==> config.mk <==
export PLATFORM = sky130hd
export DESIGN_NAME = echoing_line_editor_top_flat
export DESIGN_NICKNAME = d
export VERILOG_FILES = /design/src/ele_pkg.sv /design/src/ele_if.sv /design/src/ele_store.sv /design/src/ele_outreg.sv /design/src/ele_ctrl.sv /design/src/echoing_line_editor_top.sv /design/src/flat_wrapper.sv
export SDC_FILE = /design/constraint.sdc
export NUM_CORES = 1
export LEC_CHECK = 0
export BUFFER_PORTS_ARGS = -buffer_cell sky130_fd_sc_hd__buf_2
export CORE_AREA = 10 10 178 222
export DETAILED_ROUTE_END_ITERATION = 10
export DIE_AREA = 0 0 188 232
export PLACE_DENSITY = 0.65
export REMOVE_ABC_BUFFERS = 1
export SYNTH_ARGS = -nofsm -noshare
export SYNTH_HDL_FRONTEND = slang
export SYNTH_HIERARCHICAL = 1
export SYNTH_SLANG_ARGS = --single-unit
==> constraint.sdc <==
create_clock -name clk_i -period 12.1 [get_ports clk_i]
set_input_delay 1.21 -clock clk_i [delete_from_list [all_inputs] [get_ports clk_i]]
set_output_delay 1.21 -clock clk_i [all_outputs]
set_load 0.01 [all_outputs]
==> src/ele_pkg.sv <==
// Shared types and constants for the echoing line editor.
`timescale 1ns / 1ps
`default_nettype none

package ele_pkg;

  // Sequencer states
  typedef enum logic [2:0] {
    ST_IDLE,
    ST_ECHO,
    ST_READ,
    ST_CHAR,
    ST_END
  } ele_state_e;

  // Result kinds
  typedef enum logic [1:0] {
    KIND_ECHO = 2'd0,
    KIND_CHAR = 2'd1,
    KIND_END  = 2'd2
  } ele_kind_e;

  // Character codes
  localparam logic [7:0] CH_BS    = 8'd8;
  localparam logic [7:0] CH_LF    = 8'd10;
  localparam logic [7:0] CH_CR    = 8'd13;
  localparam logic [7:0] CH_SPACE = 8'd32;
  localparam logic [7:0] CH_TILDE = 8'd126;
  localparam logic [7:0] CH_DEL   = 8'd127;

  // Configuration port
  localparam int unsigned CFG_IDX_W  = 2;
  localparam int unsigned CFG_DATA_W = 6;
  localparam logic [CFG_IDX_W-1:0] CFG_ECHO_ENABLE = 2'd0;
  localparam logic [CFG_IDX_W-1:0] CFG_LINE_LIMIT  = 2'd1;
  localparam logic [CFG_DATA_W-1:0] LIMIT_RESET    = 6'd32;

  // Result fields
  localparam int unsigned LEN_W = 5;

  typedef struct packed {
    ele_kind_e        kind;
    logic [7:0]       out_byte;
    logic [LEN_W-1:0] line_length;
    logic             last;
  } ele_res_t;

endpackage

`default_nettype wire

==> src/ele_if.sv <==
// Stream interfaces for received bytes and for result items.
`timescale 1ns / 1ps
`default_nettype none

interface ele_rx_if;
  logic       valid;
  logic       ready;
  logic [7:0] rx_byte;

  modport source (output valid, output rx_byte, input ready);
  modport sink   (input valid, input rx_byte, output ready);
endinterface

interface ele_res_if;
  logic       valid;
  logic       ready;
  logic [1:0] kind;
  logic [7:0] out_byte;
  logic [4:0] line_length;
  logic       last;

  modport source (output valid, output kind, output out_byte, output line_length,
                  output last, input ready);
  modport sink   (input valid, input kind, input out_byte, input line_length,
                  input last, output ready);
endinterface

`default_nettype wire

==> src/ele_store.sv <==
// Line store: single write port, one registered read port.
`timescale 1ns / 1ps
`default_nettype none

module ele_store #(
  parameter int unsigned DEPTH = 32,
  parameter int unsigned AW    = 5
) (
  input  wire logic          clk_i,
  input  wire logic          we_i,
  input  wire logic [AW-1:0] waddr_i,
  input  wire logic [7:0]    wdata_i,
  input  wire logic          re_i,
  input  wire logic [AW-1:0] raddr_i,
  output logic [7:0]         rdata_o
);

  logic [7:0] mem [DEPTH];
  logic [7:0] rdata_q;

  // Write port
  always_ff @(posedge clk_i) begin
    if (we_i) begin
      mem[waddr_i] <= wdata_i;
    end
  end

  // Read port, data held until the next read
  always_ff @(posedge clk_i) begin
    if (re_i) begin
      rdata_q <= mem[raddr_i];
    end
  end

  assign rdata_o = rdata_q;

endmodule

`default_nettype wire

==> src/ele_outreg.sv <==
// Output register between the sequencer and the result channel.
`timescale 1ns / 1ps
`default_nettype none

module ele_outreg (
  input  wire logic              clk_i,
  input  wire logic              rst_ni,
  input  wire logic              in_valid_i,
  input  wire ele_pkg::ele_res_t in_res_i,
  output logic                   in_ready_o,
  ele_res_if.source              res_o
);

  logic              valid_q, valid_d;
  ele_pkg::ele_res_t res_q;

  // Slot is free when empty or being drained this cycle
  assign in_ready_o = !valid_q || res_o.ready;

  always_comb begin
    valid_d = valid_q;
    if (in_ready_o) begin
      valid_d = in_valid_i;
    end
  end

  always_ff @(posedge clk_i or negedge rst_ni) begin
    if (!rst_ni) begin
      valid_q <= 1'b0;
    end else begin
      valid_q <= valid_d;
    end
  end

  always_ff @(posedge clk_i) begin
    if (in_ready_o && in_valid_i) begin
      res_q <= in_res_i;
    end
  end

  assign res_o.valid       = valid_q;
  assign res_o.kind        = res_q.kind;
  assign res_o.out_byte    = res_q.out_byte;
  assign res_o.line_length = res_q.line_length;
  assign res_o.last        = res_q.last;

endmodule

`default_nettype wire

==> src/ele_ctrl.sv <==
// Byte decoder and sequencer: echoes, line store updates and line replay.
`timescale 1ns / 1ps
`default_nettype none

module ele_ctrl #(
  parameter int unsigned MAX_LINE = 32,
  parameter int unsigned AW       = 5
) (
  input  wire logic                           clk_i,
  input  wire logic                           rst_ni,
  // configuration
  input  wire logic                           cfg_we_i,
  input  wire logic [ele_pkg::CFG_IDX_W-1:0]  cfg_idx_i,
  input  wire logic [ele_pkg::CFG_DATA_W-1:0] cfg_data_i,
  // received bytes
  input  wire logic                           rx_valid_i,
  input  wire logic [7:0]                     rx_byte_i,
  output logic                                rx_ready_o,
  // results
  output logic                                res_valid_o,
  output ele_pkg::ele_res_t                   res_o,
  input  wire logic                           res_ready_i,
  // line store
  output logic                                we_o,
  output logic [AW-1:0]                       waddr_o,
  output logic [7:0]                          wdata_o,
  output logic                                re_o,
  output logic [AW-1:0]                       raddr_o,
  input  wire logic [7:0]                     rdata_i
);

  localparam int unsigned LW = (AW + 1 > ele_pkg::CFG_DATA_W) ? AW + 1
                                                              : ele_pkg::CFG_DATA_W;

  ele_pkg::ele_state_e state_q, state_d;

  logic                          echo_en_q;
  logic [ele_pkg::CFG_DATA_W-1:0] limit_q;
  logic [AW-1:0]                 fill_q, fill_d;
  logic                          cr_q, cr_d;
  logic [AW-1:0]                 len_q, len_d;
  logic [AW-1:0]                 idx_q, idx_d;
  logic                          fin_q, fin_d;
  logic [23:0]                   echo_q, echo_d;
  logic [1:0]                    ecnt_q, ecnt_d;

  logic          accept;
  logic [LW-1:0] limit_ext, lim, lim_m1;
  logic [AW-1:0] fill_inc, idx_inc;
  logic          full, full_after, printable, more;

  // Configuration registers
  always_ff @(posedge clk_i or negedge rst_ni) begin
    if (!rst_ni) begin
      echo_en_q <= 1'b1;
      limit_q   <= ele_pkg::LIMIT_RESET;
    end else if (cfg_we_i) begin
      unique case (cfg_idx_i)
        ele_pkg::CFG_ECHO_ENABLE: echo_en_q <= cfg_data_i[0];
        ele_pkg::CFG_LINE_LIMIT:  limit_q   <= cfg_data_i;
        default: ;
      endcase
    end
  end

  // Effective limit, clamped to 2..MAX_LINE
  always_comb begin
    limit_ext = LW'(limit_q);
    if (limit_ext < LW'(2)) begin
      lim = LW'(2);
    end else if (limit_ext > LW'(MAX_LINE)) begin
      lim = LW'(MAX_LINE);
    end else begin
      lim = limit_ext;
    end
    lim_m1 = lim - LW'(1);
  end

  assign fill_inc   = fill_q + AW'(1);
  assign full       = LW'(fill_q) >= lim_m1;
  assign full_after = LW'(fill_inc) >= lim_m1;
  assign printable  = (rx_byte_i >= ele_pkg::CH_SPACE) && (rx_byte_i <= ele_pkg::CH_TILDE);
  assign idx_inc    = idx_q + AW'(1);
  assign more       = ((AW + 1)'(idx_q) + (AW + 1)'(1)) < (AW + 1)'(len_q);
  assign accept     = rx_valid_i && rx_ready_o;

  // Datapath updates: byte decode on accept, echo shift, replay index.
  // A stored byte is written at the accept edge, so the replay read that
  // follows always sees it.
  always_comb begin
    fill_d  = fill_q;
    cr_d    = cr_q;
    len_d   = len_q;
    idx_d   = idx_q;
    fin_d   = fin_q;
    echo_d  = echo_q;
    ecnt_d  = ecnt_q;
    we_o    = 1'b0;
    waddr_o = fill_q;
    wdata_o = rx_byte_i;

    case (state_q)
      ele_pkg::ST_IDLE: begin
        if (accept) begin
          idx_d  = '0;
          echo_d = '0;
          ecnt_d = 2'd0;
          fin_d  = 1'b0;
          len_d  = fill_q;
          if (full) begin
            // pending line closes, byte discarded
            fin_d  = 1'b1;
            fill_d = '0;
            cr_d   = 1'b0;
          end else if (printable) begin
            cr_d   = 1'b0;
            we_o   = 1'b1;
            fill_d = fill_inc;
            if (echo_en_q) begin
              echo_d = {16'd0, rx_byte_i};
              ecnt_d = 2'd1;
            end
            if (full_after) begin
              fin_d  = 1'b1;
              len_d  = fill_inc;
              fill_d = '0;
            end
          end else if (rx_byte_i == ele_pkg::CH_LF) begin
            if (echo_en_q && cr_q) begin
              echo_d = {8'd0, ele_pkg::CH_LF, ele_pkg::CH_CR};
              ecnt_d = 2'd2;
            end else begin
              echo_d = {16'd0, ele_pkg::CH_LF};
              ecnt_d = 2'd1;
            end
            fin_d  = 1'b1;
            fill_d = '0;
            cr_d   = 1'b0;
          end else if (rx_byte_i == ele_pkg::CH_CR) begin
            if (cr_q) begin
              fin_d  = 1'b1;
              fill_d = '0;
              cr_d   = 1'b0;
            end else begin
              cr_d = 1'b1;
            end
          end else begin
            cr_d = 1'b0;
            if ((rx_byte_i == ele_pkg::CH_BS || rx_byte_i == ele_pkg::CH_DEL) &&
                fill_q != '0) begin
              fill_d = fill_q - AW'(1);
              if (echo_en_q) begin
                echo_d = {ele_pkg::CH_BS, ele_pkg::CH_SPACE, ele_pkg::CH_BS};
                ecnt_d = 2'd3;
              end
            end
          end
        end
      end
      ele_pkg::ST_ECHO: begin
        if (res_ready_i) begin
          echo_d = echo_q >> 8;
          ecnt_d = ecnt_q - 2'd1;
        end
      end
      ele_pkg::ST_CHAR: begin
        if (res_ready_i && more) begin
          idx_d = idx_inc;
        end
      end
      default: ;
    endcase
  end

  // Next state
  always_comb begin
    state_d = state_q;
    unique case (state_q)
      ele_pkg::ST_IDLE: begin
        if (accept) begin
          if (ecnt_d != 2'd0) begin
            state_d = ele_pkg::ST_ECHO;
          end else if (fin_d) begin
            state_d = (len_d != '0) ? ele_pkg::ST_READ : ele_pkg::ST_END;
          end
        end
      end
      ele_pkg::ST_ECHO: begin
        if (res_ready_i && ecnt_q == 2'd1) begin
          if (fin_q) begin
            state_d = (len_q != '0) ? ele_pkg::ST_READ : ele_pkg::ST_END;
          end else begin
            state_d = ele_pkg::ST_IDLE;
          end
        end
      end
      ele_pkg::ST_READ: state_d = ele_pkg::ST_CHAR;
      ele_pkg::ST_CHAR: begin
        if (res_ready_i && !more) begin
          state_d = ele_pkg::ST_END;
        end
      end
      ele_pkg::ST_END: begin
        if (res_ready_i) begin
          state_d = ele_pkg::ST_IDLE;
        end
      end
      default: state_d = ele_pkg::ST_IDLE;
    endcase
  end

  // Outputs
  always_comb begin
    rx_ready_o        = 1'b0;
    res_valid_o       = 1'b0;
    res_o.kind        = ele_pkg::KIND_ECHO;
    res_o.out_byte    = echo_q[7:0];
    res_o.line_length = '0;
    res_o.last        = 1'b0;
    re_o              = 1'b0;
    raddr_o           = idx_q;
    unique case (state_q)
      ele_pkg::ST_IDLE: rx_ready_o = 1'b1;
      ele_pkg::ST_ECHO: begin
        res_valid_o = 1'b1;
        res_o.last  = (ecnt_q == 2'd1) && !fin_q;
      end
      ele_pkg::ST_READ: re_o = 1'b1;
      ele_pkg::ST_CHAR: begin
        res_valid_o    = 1'b1;
        res_o.kind     = ele_pkg::KIND_CHAR;
        res_o.out_byte = rdata_i;
        // fetch the next character as this one leaves
        if (res_ready_i && more) begin
          re_o    = 1'b1;
          raddr_o = idx_inc;
        end
      end
      ele_pkg::ST_END: begin
        res_valid_o       = 1'b1;
        res_o.kind        = ele_pkg::KIND_END;
        res_o.out_byte    = 8'd0;
        res_o.line_length = ele_pkg::LEN_W'(len_q);
        res_o.last        = 1'b1;
      end
      default: ;
    endcase
  end

  // Control registers
  always_ff @(posedge clk_i or negedge rst_ni) begin
    if (!rst_ni) begin
      state_q <= ele_pkg::ST_IDLE;
      fill_q  <= '0;
      cr_q    <= 1'b0;
      fin_q   <= 1'b0;
      ecnt_q  <= 2'd0;
    end else begin
      state_q <= state_d;
      fill_q  <= fill_d;
      cr_q    <= cr_d;
      fin_q   <= fin_d;
      ecnt_q  <= ecnt_d;
    end
  end

  // Working payload
  always_ff @(posedge clk_i) begin
    len_q  <= len_d;
    idx_q  <= idx_d;
    echo_q <= echo_d;
  end

endmodule

`default_nettype wire

==> src/echoing_line_editor_top.sv <==
// Top level of the echoing line editor.
//
//  channel | dir | handshake     | payload
//  --------+-----+---------------+-----------------------------------------
//  rx_i    | in  | valid/ready   | rx_byte[7:0]
//  res_o   | out | valid/ready   | kind[1:0] out_byte[7:0] line_length[4:0] last
//  cfg     | in  | cfg_we_i      | cfg_idx_i[1:0] cfg_data_i[5:0]
//
// A byte is taken when idle; each of its echoes then leaves as its own result.
// A completed line passes a store read state, then one result per stored
// character and one for the end marker; the store's registered read port
// is why the read state comes first, and it is skipped for an empty line.
// Reset clears control state only; store contents stay undefined until written.
// Output stalls hold the sequencer; no new byte is taken until its results are queued.
`timescale 1ns / 1ps
`default_nettype none

module echoing_line_editor_top #(
  parameter int unsigned MAX_LINE = 32
) (
  input  wire logic                           clk_i,
  input  wire logic                           rst_ni,
  input  wire logic                           cfg_we_i,
  input  wire logic [ele_pkg::CFG_IDX_W-1:0]  cfg_idx_i,
  input  wire logic [ele_pkg::CFG_DATA_W-1:0] cfg_data_i,
  ele_rx_if.sink                              rx_i,
  ele_res_if.source                           res_o
);

  localparam int unsigned AW = $clog2(MAX_LINE);

  logic              res_valid, res_ready;
  ele_pkg::ele_res_t res;
  logic              we, re;
  logic [AW-1:0]     waddr, raddr;
  logic [7:0]        wdata, rdata;
  logic              rx_ready;

  assign rx_i.ready = rx_ready;

  ele_ctrl #(
    .MAX_LINE (MAX_LINE),
    .AW       (AW)
  ) u_ctrl (
    .clk_i       (clk_i),
    .rst_ni      (rst_ni),
    .cfg_we_i    (cfg_we_i),
    .cfg_idx_i   (cfg_idx_i),
    .cfg_data_i  (cfg_data_i),
    .rx_valid_i  (rx_i.valid),
    .rx_byte_i   (rx_i.rx_byte),
    .rx_ready_o  (rx_ready),
    .res_valid_o (res_valid),
    .res_o       (res),
    .res_ready_i (res_ready),
    .we_o        (we),
    .waddr_o     (waddr),
    .wdata_o     (wdata),
    .re_o        (re),
    .raddr_o     (raddr),
    .rdata_i     (rdata)
  );

  ele_store #(
    .DEPTH (MAX_LINE),
    .AW    (AW)
  ) u_store (
    .clk_i   (clk_i),
    .we_i    (we),
    .waddr_i (waddr),
    .wdata_i (wdata),
    .re_i    (re),
    .raddr_i (raddr),
    .rdata_o (rdata)
  );

  ele_outreg u_outreg (
    .clk_i      (clk_i),
    .rst_ni     (rst_ni),
    .in_valid_i (res_valid),
    .in_res_i   (res),
    .in_ready_o (res_ready),
    .res_o      (res_o)
  );

endmodule

`default_nettype wire

==> src/flat_wrapper.sv <==
// flat-port wrapper written by rule: the top's interface ports become plain ports
module echoing_line_editor_top_flat 
#(
  parameter int unsigned MAX_LINE = 32
)
  (clk_i, rst_ni, cfg_we_i, cfg_idx_i, cfg_data_i, rx_i_valid, rx_i_rx_byte, rx_i_ready, res_o_valid, res_o_kind, res_o_out_byte, res_o_line_length, res_o_last, res_o_ready);
  ele_rx_if rx_i_i ();
  ele_res_if res_o_i ();
  input  wire logic clk_i;
  input  wire logic rst_ni;
  input  wire logic cfg_we_i;
  input  wire logic [ele_pkg::CFG_IDX_W-1:0] cfg_idx_i;
  input  wire logic [ele_pkg::CFG_DATA_W-1:0] cfg_data_i;
  input wire logic [$bits(rx_i_i.valid)-1:0] rx_i_valid;
  input wire logic [$bits(rx_i_i.rx_byte)-1:0] rx_i_rx_byte;
  output wire logic [$bits(rx_i_i.ready)-1:0] rx_i_ready;
  output wire logic [$bits(res_o_i.valid)-1:0] res_o_valid;
  output wire logic [$bits(res_o_i.kind)-1:0] res_o_kind;
  output wire logic [$bits(res_o_i.out_byte)-1:0] res_o_out_byte;
  output wire logic [$bits(res_o_i.line_length)-1:0] res_o_line_length;
  output wire logic [$bits(res_o_i.last)-1:0] res_o_last;
  input wire logic [$bits(res_o_i.ready)-1:0] res_o_ready;
  assign rx_i_i.valid = rx_i_valid;
  assign rx_i_i.rx_byte = rx_i_rx_byte;
  assign rx_i_ready = rx_i_i.ready;
  assign res_o_valid = res_o_i.valid;
  assign res_o_kind = res_o_i.kind;
  assign res_o_out_byte = res_o_i.out_byte;
  assign res_o_line_length = res_o_i.line_length;
  assign res_o_last = res_o_i.last;
  assign res_o_i.ready = res_o_ready;
  echoing_line_editor_top #(.MAX_LINE(MAX_LINE)) u_core (.clk_i(clk_i), .rst_ni(rst_ni), .cfg_we_i(cfg_we_i), .cfg_idx_i(cfg_idx_i), .cfg_data_i(cfg_data_i), .rx_i(rx_i_i), .res_o(res_o_i));
endmodule
==> results.md <==
- Switch share: 30.21%
- N_diodes: 0
- EDFF count, synth: 297
- Final setup vio count: 0
- Min Clock Period, post-route: 5.216 ns
- Routed WL: 30150 µm
- Post-CTS sizing: 0
- Area growth, synth to finish: 12.44%
- WL/cell: 22.40 µm
- Initial antenna violation count: 0
- Async set-reset flop share out of synthesis: 6.211%
- Pleak: 5.152 nW
- RD Place Congestion: 0.8435
- Largest net degree at the start of global routing: 65
- CP Class: register to register
- Max Fclk: 0.1917 GHz
- TritonCTS clock tree: yes
- Logic pwr share: 27.6%
- Max FO, Critical Path: 64
- Die area: 0.04362 mm²
- Seq pwr share: 42.3%
- Io pins: 39
- Clock Skews: 0.01970 ns
- Synth top area share: 64.22%
- Crit path DAT: 5.53 ns
- Synth Flop Type: edfxtp_1
- WHS Endpoint: u_core/u_ctrl/echo_q[11]
- Worst slew margin: 17.49%
- Leading post-synthesis cells by cell area: edfxtp_1, mux4_2, dfrtp_1
- Starting Density: 39.60%
- Least-Margin Pin Slew: 1.238 ns
- Status: complete, no violations
- Longest Clk Path Bufs: 3
- Hold path start: u_core/u_ctrl/echo_q[19]
- Final Max Tran Viols: 0
- Internal power: 2.373 mW
- Core Region: 0.03507 mm²
- Clk_lat worst skew: 0.58 ns
- Vias per inst: 5.546
- Worst EP required: 12.42 ns
- Total gr overflow: 0
- Synth area leader: edfxtp_1
- Root buf cell: clkbuf_16
- Clock power share: 30.2%
- Met2 Use GR: 24.00%
- Design Area, Final: 0.01562 mm²
- Worst R2R Start: u_core/u_ctrl/idx_q[0]
- Count of state elements after synthesis: 322
- Register area share after synthesis: 68.56%
- Post-CTS Hold Fix Bufs: 0
- Vias in the first global route: 7602
- # Max-Cap Violations: 0
- Synth cell types: 71
- Synth warn: 6
- Post-DP Area: 0.01452 mm²
- Flop2flop setup slack: 6.88 ns
- Number of routed nets with antenna violations: 0
- DPL Wire Length: 19270 µm
- # fillers: 3051
- Die Wd: 188 µm
- CP max stage delay: 0.75 ns
- Cells on worst reg2reg path: 14
- Share of cells above drive strength 1: 24.54%
- # port buffers: 38
- Crit start category: register
- Grt met3 use: 2.284%
- Die Height: 232 µm
- Initial DRC count: 723
- Worst-path cell chain: ha_1 -> ha_1 -> a21boi_0 -> o21ai_0 -> a21oi_1 -> nor3_1 -> nand2_1 -> nor2_1 -> nand2_1 -> xnor2_2 -> buf_4 -> mux4_2 -> mux4_2 -> mux2_2
- Max rail drop VDD: 0.0001010 V
- Crit path from: u_core/u_ctrl/idx_q[0]
- Final Cycle Share: 43.11%
- Met1 Track Usage GR: 16.71%
- Clk sinks: 322
- Post-route setup TNS: 0 ns
- DR pass1 iterations: 5
- Critical path capture point type: register
- Synthesized area per cell: 17.08 µm²
- Cells after synthesis: 813
- Routed vias: 7465
- Critical path's slowest cell: buf_4
- Top-count cell post-synth: edfxtp_1
- Power per cell area: 217.7 mW/mm²
- Hold Crit Class: register to register
- H-tree Lvls: 1
- Worst R2R End: u_core/u_store/rdata_o[0]
- Switching component of the power: 1.027 mW
- Most crowded layer after global routing: met2
- Final Hold Fails: 0
- # DRC: 0
- Cell Area, Synth: 0.01389 mm²
- RSZ-0062 raised after global routing: false
- Post-synth top cells: edfxtp_1, mux4_2, nor2_1
- First-pass GRT wire length: 46490 µm
- Overall routing resource usage: 13.69%
- CTS clk-pin slew, worst paths: 0.07 ns
- Hold Path Depth: 2
- Nets@finish: 887
- Post-CTS Setup Bufs: 0
- Num CTS Buffers: 30
- FP Rows: 77
==> routing by layer <==
metal	vias to the layer above	share of wire, %
li1	3326	-
met1	3848	40
met2	242	51
met3	49	5.8
met4	0	2.9
met5	-	0
==> cells by family after synthesis <==
group / after synthesis / synth area share, %
compound gates: 97 / 4.892
xor+xnor: 13 / 0.8199
fa+ha+maj: 20 / 1.775
buf+inv: 62 / 2.126
flops: 322 / 68.56
mux: 103 / 14.80
other cells: 1 / 0.02700
simple gates: 195 / 6.992
==> power by group through the flow <==
stage	Combinational (mW)	Sequential (mW)	Clock (mW)
final	0.937	1.44	1.03
after global routing	1.03	1.45	1.09
after CTS	0.947	1.44	1.05
after detailed placement	0.943	1.46	0
after global placement	0.933	1.46	0
after floorplan	0.722	1.43	0
==> how the worst max path moves through the flow <==
stage	to	slack (ns)	cells past startpoint
after floorplan	u_core/u_store/rdata_o[0]	3.09	12
after global placement	u_core/u_store/rdata_o[1]	6.96	14
after detailed placement	u_core/u_store/rdata_o[1]	6.88	14
after CTS	u_core/u_store/rdata_o[1]	6.86	14
after global routing	u_core/u_store/rdata_o[6]	6.54	15
final	u_core/u_store/rdata_o[0]	6.88	14
==> metrics by stage <==
stage                     utilization [%]  power [mW]  hold WS [ns]  setup slack, ns  instances
after floorplan                         -       2.155        0.4836            3.089        773
after global placement              41.41       2.392        0.4930            6.955       1290
after detailed placement            41.41       2.402        0.5134            6.880       1290
after CTS                           44.53       3.433        0.5274            6.864       1346
after global routing                44.53       3.565        0.5446            6.535       1346
final                               44.53       3.400        0.5293            6.884       1346
==> critical path, delay by kind of cell (launching register included) <==
kind	cells	cell delay, ns
muxes	3	1.24
and+or+nand+nor	4	1.23
buffers and inverters	1	0.75
adders and majority gates	2	0.66
DFF	1	0.53
AOI/OAI and AO/OA	3	0.37
xor gates and xnor gates	1	0.15
==> sequential cells by signal, summed over array words and instances (netlist names) <==
register / cells
u_core/u_ctrl/cr_q: 1
u_core/u_ctrl/echo_en_q: 1
u_core/u_ctrl/echo_q: 12
u_core/u_ctrl/ecnt_q: 2
u_core/u_ctrl/fin_q: 1
u_core/u_ctrl/idx_q: 5
u_core/u_ctrl/len_q: 5
u_core/u_ctrl/limit_ext: 6
u_core/u_ctrl/state_q: 3
u_core/u_ctrl/waddr_o: 5
u_core/u_outreg/res_o.kind: 2
u_core/u_outreg/res_o.last: 1
u_core/u_outreg/res_o.line_length: 5
u_core/u_outreg/res_o.out_byte: 8
u_core/u_outreg/res_o.valid: 1
u_core/u_store/mem: 256
u_core/u_store/rdata_o: 8
==> cells in the final DEF (no fill, tap or decap), types with 5 or more instances in the layout <==
cell type,n
and2_1,7
inv_1,22
nand2_1,38
a31oi_1,5
nand3_1,18
a21oi_1,18
ha_1,18
buf_4,5
clkbuf_16,31
a22o_1,9
dfxtp_1,5
or3_1,6
xor2_1,6
xnor2_1,5
mux2_2,19
nand3b_1,8
edfxtp_1,297
buf_2,38
bufinv_16,6
nor3_1,17
o21ai_0,24
mux4_2,80
clkinvlp_4,5
nor2_1,64
dfrtp_1,18
nand2b_1,6
and3_1,5
==> layout make-up <==
type                    count  area, µm²  area share [%]
flip-flops and latches    322       9522           60.98
multi-input cells         429       4096           26.23
clock buffers              32      779.5           4.992
well taps                 474      593.1           3.798
clock inverters            24      314.1           2.011
repair buffers             43      227.7           1.458
inverters                  22      82.58          0.5288
No activity file was read; power rests on OpenSTA's default activity.
